### src/rtl/kmp_pkg.sv
// kmp_pkg: shared constants, input kind codes and controller/datapath types
// for the kmp pattern match counter; no dependencies
`default_nettype none

package kmp_pkg;

  localparam int unsigned KindW        = 2;
  localparam int unsigned ByteW        = 8;
  localparam int unsigned CountW       = 20;
  localparam int unsigned MaxPatDefault = 64;

  localparam logic [CountW-1:0] CountMax = {CountW{1'b1}};

  // input item kinds
  localparam logic [KindW-1:0] KIND_CLEAR  = 2'd0;
  localparam logic [KindW-1:0] KIND_APPEND = 2'd1;
  localparam logic [KindW-1:0] KIND_TEXT   = 2'd2;

  // controller to datapath commands
  typedef struct packed {
    logic clear_pat;     // empty the pattern
    logic start_append;  // store pattern byte, start failure walk at build position
    logic start_text;    // latch text byte, start failure walk at match position
    logic walk_step;     // follow one failure link
    logic app_finish;    // write new failure entry, grow pattern
    logic advance;       // step past a matched byte, count a full match
    logic fail_take;     // take failure link of the full pattern after a match
    logic emit;          // load the result register
  } kmp_cmd_t;

  // datapath to controller status
  typedef struct packed {
    logic walk_done;     // position negative or pattern byte equals current byte
    logic pat_full;      // no room for another pattern byte
    logic hit_next;      // next position equals pattern length
    logic len_zero;      // empty pattern
    logic out_free;      // result register can take a new result
  } kmp_sts_t;

endpackage

`default_nettype wire

### src/rtl/kmp_if.sv
// kmp_in_if and kmp_out_if: valid/ready channels for input items and results
// depends on kmp_pkg for field widths
`default_nettype none

interface kmp_in_if;
  logic                          valid;
  logic                          ready;
  logic [kmp_pkg::KindW-1:0]     kind;
  logic [kmp_pkg::ByteW-1:0]     byte_value;
  logic                          last_text;

  modport source (output valid, output kind, output byte_value, output last_text,
                  input ready);
  modport sink   (input valid, input kind, input byte_value, input last_text,
                  output ready);
endinterface

interface kmp_out_if;
  logic                          valid;
  logic                          ready;
  logic                          match_end;
  logic [kmp_pkg::CountW-1:0]    match_count;
  logic                          text_done;

  modport source (output valid, output match_end, output match_count,
                  output text_done, input ready);
  modport sink   (input valid, input match_end, input match_count,
                  input text_done, output ready);
endinterface

`default_nettype wire

### src/rtl/kmp_ctrl.sv
// kmp_ctrl: state machine sequencing pattern append and text match walks
// depends on kmp_pkg for kind codes and command/status structs
`default_nettype none

module kmp_ctrl (
  input  wire logic                      clk_i,
  input  wire logic                      rst_ni,
  input  wire logic                      in_valid_i,
  input  wire logic [kmp_pkg::KindW-1:0] in_kind_i,
  output logic                           in_ready_o,
  input  wire kmp_pkg::kmp_sts_t         sts_i,
  output kmp_pkg::kmp_cmd_t              cmd_o
);
  import kmp_pkg::*;

  localparam logic [2:0] ST_IDLE  = 3'd0;
  localparam logic [2:0] ST_WRD   = 3'd1;  // memory read in flight
  localparam logic [2:0] ST_WCMP  = 3'd2;  // compare or follow failure link
  localparam logic [2:0] ST_FRD   = 3'd3;  // read failure entry of full pattern
  localparam logic [2:0] ST_FTAKE = 3'd4;
  localparam logic [2:0] ST_EMIT  = 3'd5;  // wait for free result register

  logic [2:0] state_q, state_d;
  logic       text_q, text_d;

  always_comb begin
    state_d    = state_q;
    text_d     = text_q;
    cmd_o      = '0;
    in_ready_o = 1'b0;
    unique case (state_q)
      ST_IDLE: begin
        in_ready_o = 1'b1;
        if (in_valid_i) begin
          unique case (in_kind_i)
            KIND_CLEAR: begin
              cmd_o.clear_pat = 1'b1;
            end
            KIND_APPEND: begin
              if (!sts_i.pat_full) begin
                cmd_o.start_append = 1'b1;
                text_d             = 1'b0;
                state_d            = ST_WRD;
              end
            end
            KIND_TEXT: begin
              cmd_o.start_text = 1'b1;
              text_d           = 1'b1;
              state_d          = ST_WRD;
            end
            default: ;
          endcase
        end
      end
      ST_WRD: begin
        state_d = ST_WCMP;
      end
      ST_WCMP: begin
        if (!sts_i.walk_done) begin
          cmd_o.walk_step = 1'b1;
          state_d         = ST_WRD;
        end else if (!text_q) begin
          cmd_o.app_finish = 1'b1;
          state_d          = ST_IDLE;
        end else begin
          cmd_o.advance = 1'b1;
          state_d       = (sts_i.hit_next && !sts_i.len_zero) ? ST_FRD : ST_EMIT;
        end
      end
      ST_FRD: begin
        state_d = ST_FTAKE;
      end
      ST_FTAKE: begin
        cmd_o.fail_take = 1'b1;
        state_d         = ST_EMIT;
      end
      ST_EMIT: begin
        if (sts_i.out_free) begin
          cmd_o.emit = 1'b1;
          state_d    = ST_IDLE;
        end
      end
      default: begin
        state_d = ST_IDLE;
      end
    endcase
  end

  always_ff @(posedge clk_i or negedge rst_ni) begin
    if (!rst_ni) begin
      state_q <= ST_IDLE;
      text_q  <= 1'b0;
    end else begin
      state_q <= state_d;
      text_q  <= text_d;
    end
  end

endmodule

`default_nettype wire

### src/rtl/kmp_dp.sv
// kmp_dp: pattern and failure memories, position registers, count and result register
// depends on kmp_pkg for widths and command/status structs
`default_nettype none

module kmp_dp #(
  parameter int unsigned MaxPat = kmp_pkg::MaxPatDefault
) (
  input  wire logic                       clk_i,
  input  wire logic                       rst_ni,
  input  wire kmp_pkg::kmp_cmd_t          cmd_i,
  output kmp_pkg::kmp_sts_t               sts_o,
  input  wire logic [kmp_pkg::ByteW-1:0]  in_byte_i,
  input  wire logic                       in_last_i,
  input  wire logic                       out_ready_i,
  output logic                            out_valid_o,
  output logic                            out_match_end_o,
  output logic [kmp_pkg::CountW-1:0]      out_match_count_o,
  output logic                            out_text_done_o
);
  import kmp_pkg::*;

  localparam int unsigned LenW  = $clog2(MaxPat + 1);
  localparam int unsigned PosW  = LenW + 1;
  localparam int unsigned AddrW = (MaxPat > 1) ? $clog2(MaxPat) : 1;

  localparam logic signed [PosW-1:0] PosNone = '1;  // minus one

  // pattern bytes and failure links of entries 1..MaxPat (entry 0 is always minus one)
  logic [ByteW-1:0] pat_mem  [MaxPat];
  logic [AddrW-1:0] fail_mem [MaxPat];

  logic [ByteW-1:0] pat_rdata_q;
  logic [AddrW-1:0] fail_rdata_q;

  logic [LenW-1:0]        len_q, len_d;
  logic signed [PosW-1:0] bp_q, bp_d;     // build position
  logic signed [PosW-1:0] mp_q, mp_d;     // match position
  logic signed [PosW-1:0] j_q, j_d;       // working position
  logic [ByteW-1:0]       byte_q;
  logic                   last_q;
  logic                   hit_q;
  logic [CountW-1:0]      count_q, count_d;

  logic                   out_valid_q;
  logic                   out_end_q;
  logic [CountW-1:0]      out_count_q;
  logic                   out_done_q;

  logic signed [PosW-1:0] len_s;
  logic signed [PosW-1:0] j_inc;
  logic signed [PosW-1:0] j_dec;
  logic signed [PosW-1:0] fail_link;
  logic                   hit_next;

  assign len_s     = $signed({1'b0, len_q});
  assign j_inc     = j_q + PosW'(1);
  assign j_dec     = j_q - PosW'(1);
  assign fail_link = $signed({{(PosW-AddrW){1'b0}}, fail_rdata_q});
  assign hit_next  = (j_inc == len_s);

  assign sts_o.walk_done = j_q[PosW-1] || ((j_q < len_s) && (pat_rdata_q == byte_q));
  assign sts_o.pat_full  = (len_q == LenW'(MaxPat));
  assign sts_o.hit_next  = hit_next;
  assign sts_o.len_zero  = (len_q == '0);
  assign sts_o.out_free  = !out_valid_q || out_ready_i;

  // memories: one write port, registered reads addressed by the working position
  always_ff @(posedge clk_i) begin
    if (cmd_i.start_append) begin
      pat_mem[len_q[AddrW-1:0]] <= in_byte_i;
    end
    if (cmd_i.app_finish) begin
      fail_mem[len_q[AddrW-1:0]] <= j_inc[AddrW-1:0];
    end
    pat_rdata_q  <= pat_mem[j_q[AddrW-1:0]];
    fail_rdata_q <= fail_mem[j_dec[AddrW-1:0]];
  end

  always_comb begin
    len_d   = len_q;
    bp_d    = bp_q;
    mp_d    = mp_q;
    j_d     = j_q;
    count_d = count_q;
    if (cmd_i.clear_pat) begin
      len_d = '0;
      bp_d  = PosNone;
      mp_d  = '0;
    end
    if (cmd_i.start_append) begin
      j_d = bp_q;
    end
    if (cmd_i.start_text) begin
      j_d = (mp_q > len_s) ? '0 : mp_q;
    end
    if (cmd_i.walk_step) begin
      j_d = (j_q == '0) ? PosNone : fail_link;
    end
    if (cmd_i.app_finish) begin
      len_d = len_q + LenW'(1);
      bp_d  = j_inc;
      mp_d  = '0;
    end
    if (cmd_i.advance) begin
      j_d = (hit_next && (len_q == '0)) ? PosNone : j_inc;
      if (hit_next && (count_q != CountMax)) begin
        count_d = count_q + CountW'(1);
      end
    end
    if (cmd_i.fail_take) begin
      j_d = fail_link;
    end
    if (cmd_i.emit) begin
      mp_d    = last_q ? '0 : j_q;
      count_d = last_q ? '0 : count_q;
    end
  end

  always_ff @(posedge clk_i or negedge rst_ni) begin
    if (!rst_ni) begin
      len_q       <= '0;
      bp_q        <= PosNone;
      mp_q        <= '0;
      count_q     <= '0;
      out_valid_q <= 1'b0;
    end else begin
      len_q       <= len_d;
      bp_q        <= bp_d;
      mp_q        <= mp_d;
      count_q     <= count_d;
      out_valid_q <= cmd_i.emit || (out_valid_q && !out_ready_i);
    end
  end

  always_ff @(posedge clk_i) begin
    j_q <= j_d;
    if (cmd_i.start_append || cmd_i.start_text) begin
      byte_q <= in_byte_i;
    end
    if (cmd_i.start_text) begin
      last_q <= in_last_i;
    end
    if (cmd_i.advance) begin
      hit_q <= hit_next;
    end
    if (cmd_i.emit) begin
      out_end_q   <= hit_q;
      out_count_q <= count_q;
      out_done_q  <= last_q;
    end
  end

  assign out_valid_o       = out_valid_q;
  assign out_match_end_o   = out_end_q;
  assign out_match_count_o = out_count_q;
  assign out_text_done_o   = out_done_q;

endmodule

`default_nettype wire

### src/rtl/kmp_pattern_match_counter.sv
// kmp_pattern_match_counter: top level, kmp matcher counting overlapping occurrences
// depends on kmp_pkg, kmp_if, kmp_ctrl and kmp_dp
`default_nettype none

// channel  | dir | modport | transfer carries
// ---------+-----+---------+------------------------------------------------
// in_i     | in  | sink    | kind, byte_value, last_text (one input item)
// out_o    | out | source  | match_end, match_count, text_done (one result)
//
// clear and unused kinds finish in idle, as does a pattern byte that finds the
// pattern full; a pattern byte then takes a memory read and a compare, and a
// text byte also the emit state, plus a read and take of the full pattern's
// failure entry when a full match ends at it; each failure link followed adds
// a registered read of the pattern and failure memories, then a compare
// failure walks amortise to at most one link per byte over a long stream
// reset clears pattern length, build and match positions, count and the result
// valid flag; memories need no clearing, entries are written before being read
// a held result does not block the next item; the block stalls only when a
// new result is ready and the previous one has not been taken

module kmp_pattern_match_counter #(
  parameter int unsigned MaxPat = kmp_pkg::MaxPatDefault
) (
  input  wire logic  clk_i,
  input  wire logic  rst_ni,
  kmp_in_if.sink     in_i,
  kmp_out_if.source  out_o
);
  import kmp_pkg::*;

  kmp_cmd_t cmd;   // controller commands
  kmp_sts_t sts;   // datapath status
  logic     in_ready;

  // sequencer: accepts items in idle only, steps the failure walk
  kmp_ctrl u_ctrl (
    .clk_i      (clk_i),
    .rst_ni     (rst_ni),
    .in_valid_i (in_i.valid),
    .in_kind_i  (in_i.kind),
    .in_ready_o (in_ready),
    .sts_i      (sts),
    .cmd_o      (cmd)
  );

  assign in_i.ready = in_ready;

  // memories, positions, saturating count and the result register
  kmp_dp #(
    .MaxPat (MaxPat)
  ) u_dp (
    .clk_i             (clk_i),
    .rst_ni            (rst_ni),
    .cmd_i             (cmd),
    .sts_o             (sts),
    .in_byte_i         (in_i.byte_value),
    .in_last_i         (in_i.last_text),
    .out_ready_i       (out_o.ready),
    .out_valid_o       (out_o.valid),
    .out_match_end_o   (out_o.match_end),
    .out_match_count_o (out_o.match_count),
    .out_text_done_o   (out_o.text_done)
  );

endmodule

`default_nettype wire
### src/flat_wrapper.sv
// flat-port wrapper written by rule: the top's interface ports become plain ports
module kmp_pattern_match_counter_flat import kmp_pkg::*;
#(
  parameter int unsigned MaxPat = kmp_pkg::MaxPatDefault
)
  (clk_i, rst_ni, in_i_valid, in_i_kind, in_i_byte_value, in_i_last_text, in_i_ready, out_o_valid, out_o_match_end, out_o_match_count, out_o_text_done, out_o_ready);
  kmp_in_if in_i_i ();
  kmp_out_if out_o_i ();
  input  wire logic clk_i;
  input  wire logic rst_ni;
  input wire logic [$bits(in_i_i.valid)-1:0] in_i_valid;
  input wire logic [$bits(in_i_i.kind)-1:0] in_i_kind;
  input wire logic [$bits(in_i_i.byte_value)-1:0] in_i_byte_value;
  input wire logic [$bits(in_i_i.last_text)-1:0] in_i_last_text;
  output wire logic [$bits(in_i_i.ready)-1:0] in_i_ready;
  output wire logic [$bits(out_o_i.valid)-1:0] out_o_valid;
  output wire logic [$bits(out_o_i.match_end)-1:0] out_o_match_end;
  output wire logic [$bits(out_o_i.match_count)-1:0] out_o_match_count;
  output wire logic [$bits(out_o_i.text_done)-1:0] out_o_text_done;
  input wire logic [$bits(out_o_i.ready)-1:0] out_o_ready;
  assign in_i_i.valid = in_i_valid;
  assign in_i_i.kind = in_i_kind;
  assign in_i_i.byte_value = in_i_byte_value;
  assign in_i_i.last_text = in_i_last_text;
  assign in_i_ready = in_i_i.ready;
  assign out_o_valid = out_o_i.valid;
  assign out_o_match_end = out_o_i.match_end;
  assign out_o_match_count = out_o_i.match_count;
  assign out_o_text_done = out_o_i.text_done;
  assign out_o_i.ready = out_o_ready;
  kmp_pattern_match_counter #(.MaxPat(MaxPat)) u_core (.clk_i(clk_i), .rst_ni(rst_ni), .in_i(in_i_i), .out_o(out_o_i));
endmodule
### config.mk
export PLATFORM = sky130hd
export DESIGN_NAME = kmp_pattern_match_counter_flat
export DESIGN_NICKNAME = d
export VERILOG_FILES = /design/src/rtl/kmp_pkg.sv /design/src/rtl/kmp_if.sv /design/src/rtl/kmp_ctrl.sv /design/src/rtl/kmp_dp.sv /design/src/rtl/kmp_pattern_match_counter.sv /design/src/flat_wrapper.sv
export SDC_FILE = /design/constraint.sdc
export NUM_CORES = 1
export LEC_CHECK = 0
export ABC_CLOCK_PERIOD_IN_PS = 6900
export CAP_MARGIN = 20
export CORE_ASPECT_RATIO = 2
export CORE_MARGIN = 2
export CORE_UTILIZATION = 40
export CTS_BUF_LIST = sky130_fd_sc_hd__clkbuf_8
export DETAILED_ROUTE_END_ITERATION = 7
export DONT_BUFFER_PORTS = 1
export PLACE_DENSITY = 0.66
export SYNTH_ARGS = -nofsm -noshare
export SYNTH_HDL_FRONTEND = slang
export SYNTH_SLANG_ARGS = --single-unit
### constraint.sdc
create_clock -name clk_i -period 6.9 [get_ports clk_i]
set_input_delay 0.69 -clock clk_i [delete_from_list [all_inputs] [get_ports clk_i]]
set_output_delay 0.69 -clock clk_i [all_outputs]
set_load 0.005 [all_outputs]
==> results of run 1 <==
[cell families (layout without fill, tap and decap cells)]
family	Yosys count	in the layout	share of synthesized area (%)
compound gates	109	109	1.853
xor+xnor	25	25	0.6239
fa+ha+maj	20	20	0.6334
buf+inv	126	324	1.359
flops	998	998	74.87
mux	296	296	16.81
other cells	0	8	0
simple gates	314	314	3.854
[Yosys cell counts, types with 3 or more instances]
cell | count | area [sq um]
dfrtp_1 | 40 | 1001
ha_1 | 20 | 250.2
nor2b_1 | 8 | 50.05
xnor2_1 | 13 | 113.9
nor2_1 | 154 | 578.1
or3_1 | 20 | 125.1
nand2_1 | 37 | 138.9
dfxtp_1 | 16 | 320.3
mux4_2 | 294 | 6621
inv_1 | 26 | 97.59
o211ai_1 | 4 | 30.03
a21o_1 | 6 | 45.04
nand2b_1 | 5 | 31.28
inv_2 | 3 | 11.26
o32ai_1 | 10 | 87.58
a211oi_1 | 4 | 30.03
and3_1 | 8 | 50.05
nor3_1 | 10 | 50.05
o21ai_0 | 20 | 100.1
nand4_2 | 3 | 37.54
buf_1 | 9 | 33.78
o31ai_1 | 3 | 22.52
dfstp_2 | 8 | 210.2
nand4_1 | 10 | 62.56
clkbuf_1 | 49 | 183.9
nand3_1 | 33 | 165.2
xor2_1 | 10 | 87.58
nor4_4 | 3 | 63.81
nor4_1 | 4 | 25.02
or4_1 | 4 | 30.03
a311oi_1 | 6 | 52.55
and2_1 | 4 | 25.02
buf_2 | 36 | 180.2
a21oi_1 | 33 | 165.2
edfxtp_1 | 934 | 28050
[power groups by stage]
stage	sequential [mW]	clock, mW	combinational [mW]
global route	7.73	4.60	6.04
CTS	7.71	4.37	5.79
detailed placement	7.84	0	5.68
floorplan	7.70	0	3.78
finish	7.72	4.29	5.77
global placement	7.84	0	5.62
[final timing paths]
| kind | cells past startpoint | endpoint | slack, ps |
|---|---|---|---|
| max | 10 | u_core.u_dp.fail_mem[46][4] | 2070 |
| min | 2 | u_core.u_dp.out_valid_o | 170 |
| max reg2reg | 10 | u_core.u_dp.fail_mem[46][4] | 2070 |
| min reg2reg | 0 | u_core.u_dp.out_match_end_o | 430 |
| max in group asynchronous | 2 | u_core.u_dp.bp_q[2] | 6090 |
| min in group asynchronous | 2 | u_core.u_ctrl.text_q | 500 |
[registers in the layout, indices dropped and copies added, names as in the netlist, 7 cells and up]
register	count
u_core.u_dp.len_q	7
u_core.u_dp.bp_q	8
u_core.u_dp.pat_mem	512
u_core.u_dp.pat_rdata_q	8
u_core.u_dp.j_q	8
u_core.u_dp.byte_q	8
u_core.u_dp.mp_q	8
u_core.u_dp.count_q	20
u_core.u_dp.fail_mem	384
u_core.u_dp.out_match_count_o	20
[metrics by stage]
step / util, % / total power, mW / instance area, sq um
floorplan: - / 11.48 / 39510
global placement: 41.69 / 13.46 / 40980
detailed placement: 41.69 / 13.52 / 40980
CTS: 44.71 / 17.87 / 43950
global route: 44.79 / 18.36 / 44030
finish: 44.79 / 17.78 / 44030
[placed cells by master (no fill, tap or decap), drive strengths merged, types with 6 or more instances in the layout]
cell / count
edfxtp: 934
mux4: 294
nor2: 154
clkbuf: 146
inv: 72
clkinv: 42
dfrtp: 40
nand2: 37
buf: 36
nand3: 34
a21oi: 34
o21ai: 22
or3: 20
ha: 20
dlygate4sd3: 18
dfxtp: 16
xnor2: 13
nand4: 13
nor3: 11
xor2: 10
o32ai: 10
diode: 8
nor2b: 8
and3: 8
dfstp: 8
nor4: 7
a21o: 6
a311oi: 6
clkinvlp: 6
[what timing repair did]
action	CTS	global route
endpoints found under the hold margin	358	0
hold buffers	29	0
setup endpoints to repair	0	0
[layer usage]
layer  vias up  part of all wire, %  track usage, %
li1       8032                    -               -
met1     10264                   29           18.37
met2       775                   58           40.09
met3       315                  3.8           3.034
met4         0                  9.3           16.94
met5         -                    0               0
[cell type report]
type                            instances  area (sq um)
Fill cell                            8299         54270
Sequential cell                       998         29580
Multi-Input combinational cell        764          9452
Clock buffer                          146          2009
Tap cell                             1320          1652
Timing Repair Buffer                   54         680.7
Clock inverter                         95         529.3
Inverter                               29         108.9
Antenna cell                            8         20.02
==> metrics.txt, run 1 <==
status finished clean; leakage power 13.89 nW; most used cell, CP nor2_1; total of max-cap violations 0; Core ar. 98300 sq um; HP Class in -> reg; TNS Setup 0 ps; H-Tree Depth 4; post-DP HPWL 64.80 mm; Synth Warn # 0; crit path max-delay cell type nor2_1; crit-path cells inv_1, ha_1, a21o_1, a211oi_2, a21oi_2, or4_1, nor2_1, buf_4, nand4_1, nor2_1; Routed WL per cell 30.02 um; net count of the mapped netlist 1923; sequential share of power 43.4%; area grow syn2layout 11.45%; Crit path arrival time 5230 ps; Total GRT Usage 20.68%; Final nets 2015; postcts setup bufs 0; worst slew pin tran 1191 ps; sw frac 32.84%; max incr delay on CP 900 ps; Seq/Total Area, Yosys 74.87%; RSZ-0062 raised after global routing no; setup violators final 0; fin crit share 69.97%; worst-path maximum fanout 20; final hold vios 0; Post-DRT Antenna Nets 0; hold slack 166.2 ps; num rows 163; DIE WIDTH 226.2 um; pin count of the biggest net entering global routing 106; Worst VDD drop 0.3011 mV; CP required 7300 ps; Starting DRT DRC Count 1626; Psw 5.838 mW; later-pin clock latency in the skew report 800 ps; Starting Density 40.19%; Die Ht 448.5 um; placed cells 3133; first-pass GRT wire length 145.9 mm; nature of the critical path endpoint flip-flop; final worst slack 2072 ps; Mapped Area 39510 sq um; IO buf count 0; root buf cell clkbuf_8; start point of the critical path u_core.u_dp.len_q[5]; buffer depth of the longest clock path 3; fin crit period 4828 ps; flop and latch count out of synthesis 998; Reg clk slew, reported paths 70 ps; Max Slew Vio Count 0; WS Path Type reg -> reg; Avg Synthesized Cell Area 20.93 sq um; share of layout cells above drive strength 1 25.74%; Post-synth EDFFs 934; f_max 0.2071 GHz; Buf+Inv Stages, Crit Path 2; drt drc 0; clk sinks 998; clock power share 24.1%; Die ar. 101500 sq um; IO Pins 39; skew final 52.00 ps; Via density 5.678; drt total wl 102.5 mm; CTS Buf Count 133; Async S/R FF share, synth 4.810%; worst r2r src u_core.u_dp.len_q[5]; headroom to the max-slew limit 20.31%; dpl ws 2194 ps; Main synth FF type edfxtp_1; Int Power 11.94 mW; Power Density 403.8 nW/um^2; family with the most delay on the worst path simple AND/OR/NAND/NOR gates; Synth cell types 68; GR Overflow Total 0; CTS tree built; Finished Layout Cells 3414; Via Count 19386; initial antenna violation count 4; First-pass DRT Iterations 5; crit path launch type flip-flop; cells resized by post-CTS repair 0; Comb pwr share 32.5%; Cells after Synth 1888; hold path start out_o_ready; routability cong. 0.9137; vias in the first global route 20671
No activity file was read; power rests on OpenSTA's default activity.
==> inputs of run 2 (changes only) <==
--- a/config.mk
+++ b/config.mk
@@ -5,7 +5,8 @@
 export SDC_FILE = /design/constraint.sdc
 export NUM_CORES = 1
 export LEC_CHECK = 0
-export ABC_CLOCK_PERIOD_IN_PS = 6900
+export ABC_AREA = 1
+export ABC_CLOCK_PERIOD_IN_PS = 4570
 export CAP_MARGIN = 20
 export CORE_ASPECT_RATIO = 2
 export CORE_MARGIN = 2
==> constraint.sdc (replaced) <==
create_clock -name clk_i -period 4.57 [get_ports clk_i]
set_input_delay 0.457 -clock clk_i [delete_from_list [all_inputs] [get_ports clk_i]]
set_output_delay 0.457 -clock clk_i [all_outputs]
set_load 0.005 [all_outputs]
==> metrics.txt, run 2 <==
crit path max-delay cell type nor2_1 (unchanged); status finished clean (unchanged); hold slack 10.13 ps (was 166.2 ps); fin crit share 81.85% (was 69.97%); CTS Buf Count 132 (was 133); setup violators final 0 (unchanged); total of max-cap violations 0 (unchanged); skew final 52.65 ps (was 52.00 ps); max reg flops 512 (unchanged); net count of the mapped netlist 3390 (was 1923); f_max 0.2673 GHz (was 0.2071 GHz); Pwr Total 29.64 mW (was 17.78 mW); final worst slack 829.5 ps (was 2072 ps); Mapped Area 40870 sq um (was 39510 sq um); most frequent cells in the layout edfxtp_1 (934), nor2_1 (682), o21ai_0 (464) (was edfxtp_1 (934), mux4_2 (294), nor2_1 (154)); Core ar. 101200 sq um (was 98300 sq um); cell with the most instances after synthesis edfxtp_1 (unchanged); Crit path arrival time 4160 ps (was 5230 ps); routability cong. 0.9625 (was 0.9137); nature of the critical path endpoint flip-flop (unchanged); IO Pins 39 (unchanged); initial antenna violation count 3 (was 4); drt total wl 118.8 mm (was 102.5 mm); pin count of the biggest net entering global routing 215 (was 106); vias in the first global route 27474 (was 20671); Die Ht 456.1 um (was 448.5 um); first-pass GRT wire length 174.0 mm (was 145.9 mm); Via Count 27123 (was 19386); Max Slew Vio Count 0 (unchanged); fin crit period 3741 ps (was 4828 ps); later-pin clock latency in the skew report 820 ps (was 800 ps); First-pass DRT Iterations 6 (was 5); Reg clk slew, reported paths 60 ps (was 70 ps); HP Class in -> reg (unchanged); drt drc 0 (unchanged); Worst VDD drop 0.5555 mV (was 0.3011 mV); postcts setup bufs 0 (unchanged); IO buf count 0 (unchanged); CTS tree built (unchanged); crit path launch type flip-flop (unchanged); flop and latch count out of synthesis 998 (unchanged); WS Path Type reg -> reg (unchanged); placed cells 4524 (was 3133); share of the synthesized area in the top cell type 68.62% (was 70.99%); share of layout cells above drive strength 1 8.006% (was 25.74%); DIE WIDTH 230.0 um (was 226.2 um); Die ar. 104900 sq um (was 101500 sq um); Synth area leaders edfxtp_1 (69%), nor2_1 (6.3%), o21ai_0 (5.7%), nand2_1 (3.0%), dfrtp_1 (2.4%) (was edfxtp_1 (71%), mux4_2 (17%), dfrtp_1 (2.5%), nor2_1 (1.5%), dfxtp_1 (0.81%)); Post-DRT Antenna Nets 0 (unchanged); headroom to the max-slew limit 24.15% (was 20.31%); dpl ws 973.1 ps (was 2194 ps); # hold bufs at CTS 14 (was 29); worst slew pin tran 1138 ps (was 1191 ps); final hold vios 0 (unchanged); Power Density 659.1 nW/um^2 (was 403.8 nW/um^2); H-Tree Depth 4 (unchanged); Synth cell types 42 (was 68); Synth Warn # 0 (unchanged); Seq/Total Area, Yosys 72.37% (was 74.87%); worst-path maximum fanout 32 (was 20); Final Util 44.46% (was 44.79%); Final nets 3372 (was 2015); buffer depth of the longest clock path 3 (unchanged); Post-synth top cells edfxtp_1 (934), nor2_1 (684), o21ai_0 (464), nand2_1 (326), nand3_1 (170) (was edfxtp_1 (934), mux4_2 (294), nor2_1 (154), clkbuf_1 (49), dfrtp_1 (40)); Async S/R FF share, synth 4.810% (unchanged); Post-synth EDFFs 934 (unchanged); cells resized by post-CTS repair 0 (unchanged); post-DP HPWL 77.25 mm (was 64.80 mm); max incr delay on CP 640 ps (was 900 ps); Fillers 9251 (was 8299); area leader, netlist edfxtp_1 (unchanged); Total GRT Usage 22.54% (was 20.68%); Starting DRT DRC Count 2700 (was 1626); design area 44970 sq um (was 44030 sq um); clk sinks 998 (unchanged); CP required 4990 ps (was 7300 ps); Avg Synthesized Cell Area 12.18 sq um (was 20.93 sq um); root buf cell clkbuf_8 (unchanged); Area after DPL 42160 sq um (was 40980 sq um); num rows 165 (was 163); Cells after Synth 3355 (was 1888); leakage power 14.56 nW (was 13.89 nW); Finished Layout Cells 4774 (was 3414); crit-path cells clkinv_1, ha_1, nand3_1, o211ai_1, nor3_1, clkinv_2, buf_12, nor2_1 (was inv_1, ha_1, a21o_1, a211oi_2, a21oi_2, or4_1, nor2_1, buf_4, nand4_1, nor2_1); Starting Density 40.40% (was 40.19%); GR Overflow Total 0 (unchanged); TNS Setup 0 ps (unchanged); RSZ-0062 raised after global routing no (unchanged); most common cell after layout, fill and taps aside edfxtp_1 (unchanged); Via density 5.681 (was 5.678); Main synth FF type edfxtp_1 (unchanged); Routed WL per cell 24.89 um (was 30.02 um); area grow syn2layout 10.03% (was 11.45%)
-- run 2: cell count changes after synthesis, sizes merged, moves of 25 or more --
cell    change
nand3     +137
nand4      +25
o211ai     +54
o221ai    +103
inv        +47
o21ai     +445
mux4      -294
o22ai     +106
nand2     +293
nor2      +532
clkbuf    +102
-- run 2: worst paths after layout --
check | startpoint | to | slack [ps] | cells past startpoint
setup / recovery | u_core.u_dp.len_q[0] | u_core.u_dp.pat_mem[14][5] | 830 | 8
hold / removal | in_i_byte_value[1] | u_core.u_dp.pat_mem[29][1] | 10 | 1
setup reg to reg | u_core.u_dp.len_q[0] | u_core.u_dp.pat_mem[14][5] | 830 | 8
hold reg to reg | u_core.u_dp.hit_q | u_core.u_dp.out_match_end_o | 450 | 0
max in group asynchronous | rst_ni | u_core.u_dp.bp_q[7] | 4130 | 2
min in group asynchronous | rst_ni | u_core.u_dp.count_q[11] | 150 | 2
-- run 2: final cells by class --
class | count | area [sq um] | area share [%]
clock inverter | 90 | 544.3 | 1.210
timing repair buffer | 62 | 758.2 | 1.686
tap | 1336 | 1672 | 3.717
antenna | 3 | 7.507 | 0.01669
clock buffer | 142 | 1954 | 4.346
multi-input combinational | 2065 | 10160 | 22.58
inverter | 78 | 302.8 | 0.6733
sequential | 998 | 29580 | 65.77
-- run 2: kinds of logic (layout without fill, tap and decap cells) --
family | count (synthesis) | count (layout) | synth area share [%]
AND/OR/NAND/NOR | 1252 | 1252 | 12.47
flip-flops | 998 | 998 | 72.37
AO/OA/AOI/OAI | 767 | 767 | 11.05
buffers and inverters | 292 | 372 | 2.890
XOR/XNOR | 26 | 26 | 0.6122
adder cells (fa/ha/maj) | 20 | 20 | 0.6122
other | 0 | 3 | 0
-- run 2: power breakdown --
group	internal, mW	total (mW)	switching, mW
Combinational	2.88	11.6	8.74
Clock	3.17	6.50	3.33
Sequential	11.2	11.5	0.297
-- run 2: per-layer routing --
metal	routed length, um	vias up	global-route usage (%)	part of all wire (%)
met5	0	-	0	0
met3	6120	458	3.344	5.2
met2	63320	1222	40.83	53
met4	10930	0	19.06	9.2
li1	-	12251	-	-
met1	38450	13192	22.37	32
-- run 2: worst max-delay path: cells and delay by family (launching register included) --
kind | cells | cell delay, ps
AO/OA/AOI/OAI | 1 | 110
adder cells (fa/ha/maj) | 1 | 300
AND/OR/NAND/NOR | 3 | 1010
buffers and inverters | 3 | 1290
flip-flops | 1 | 580
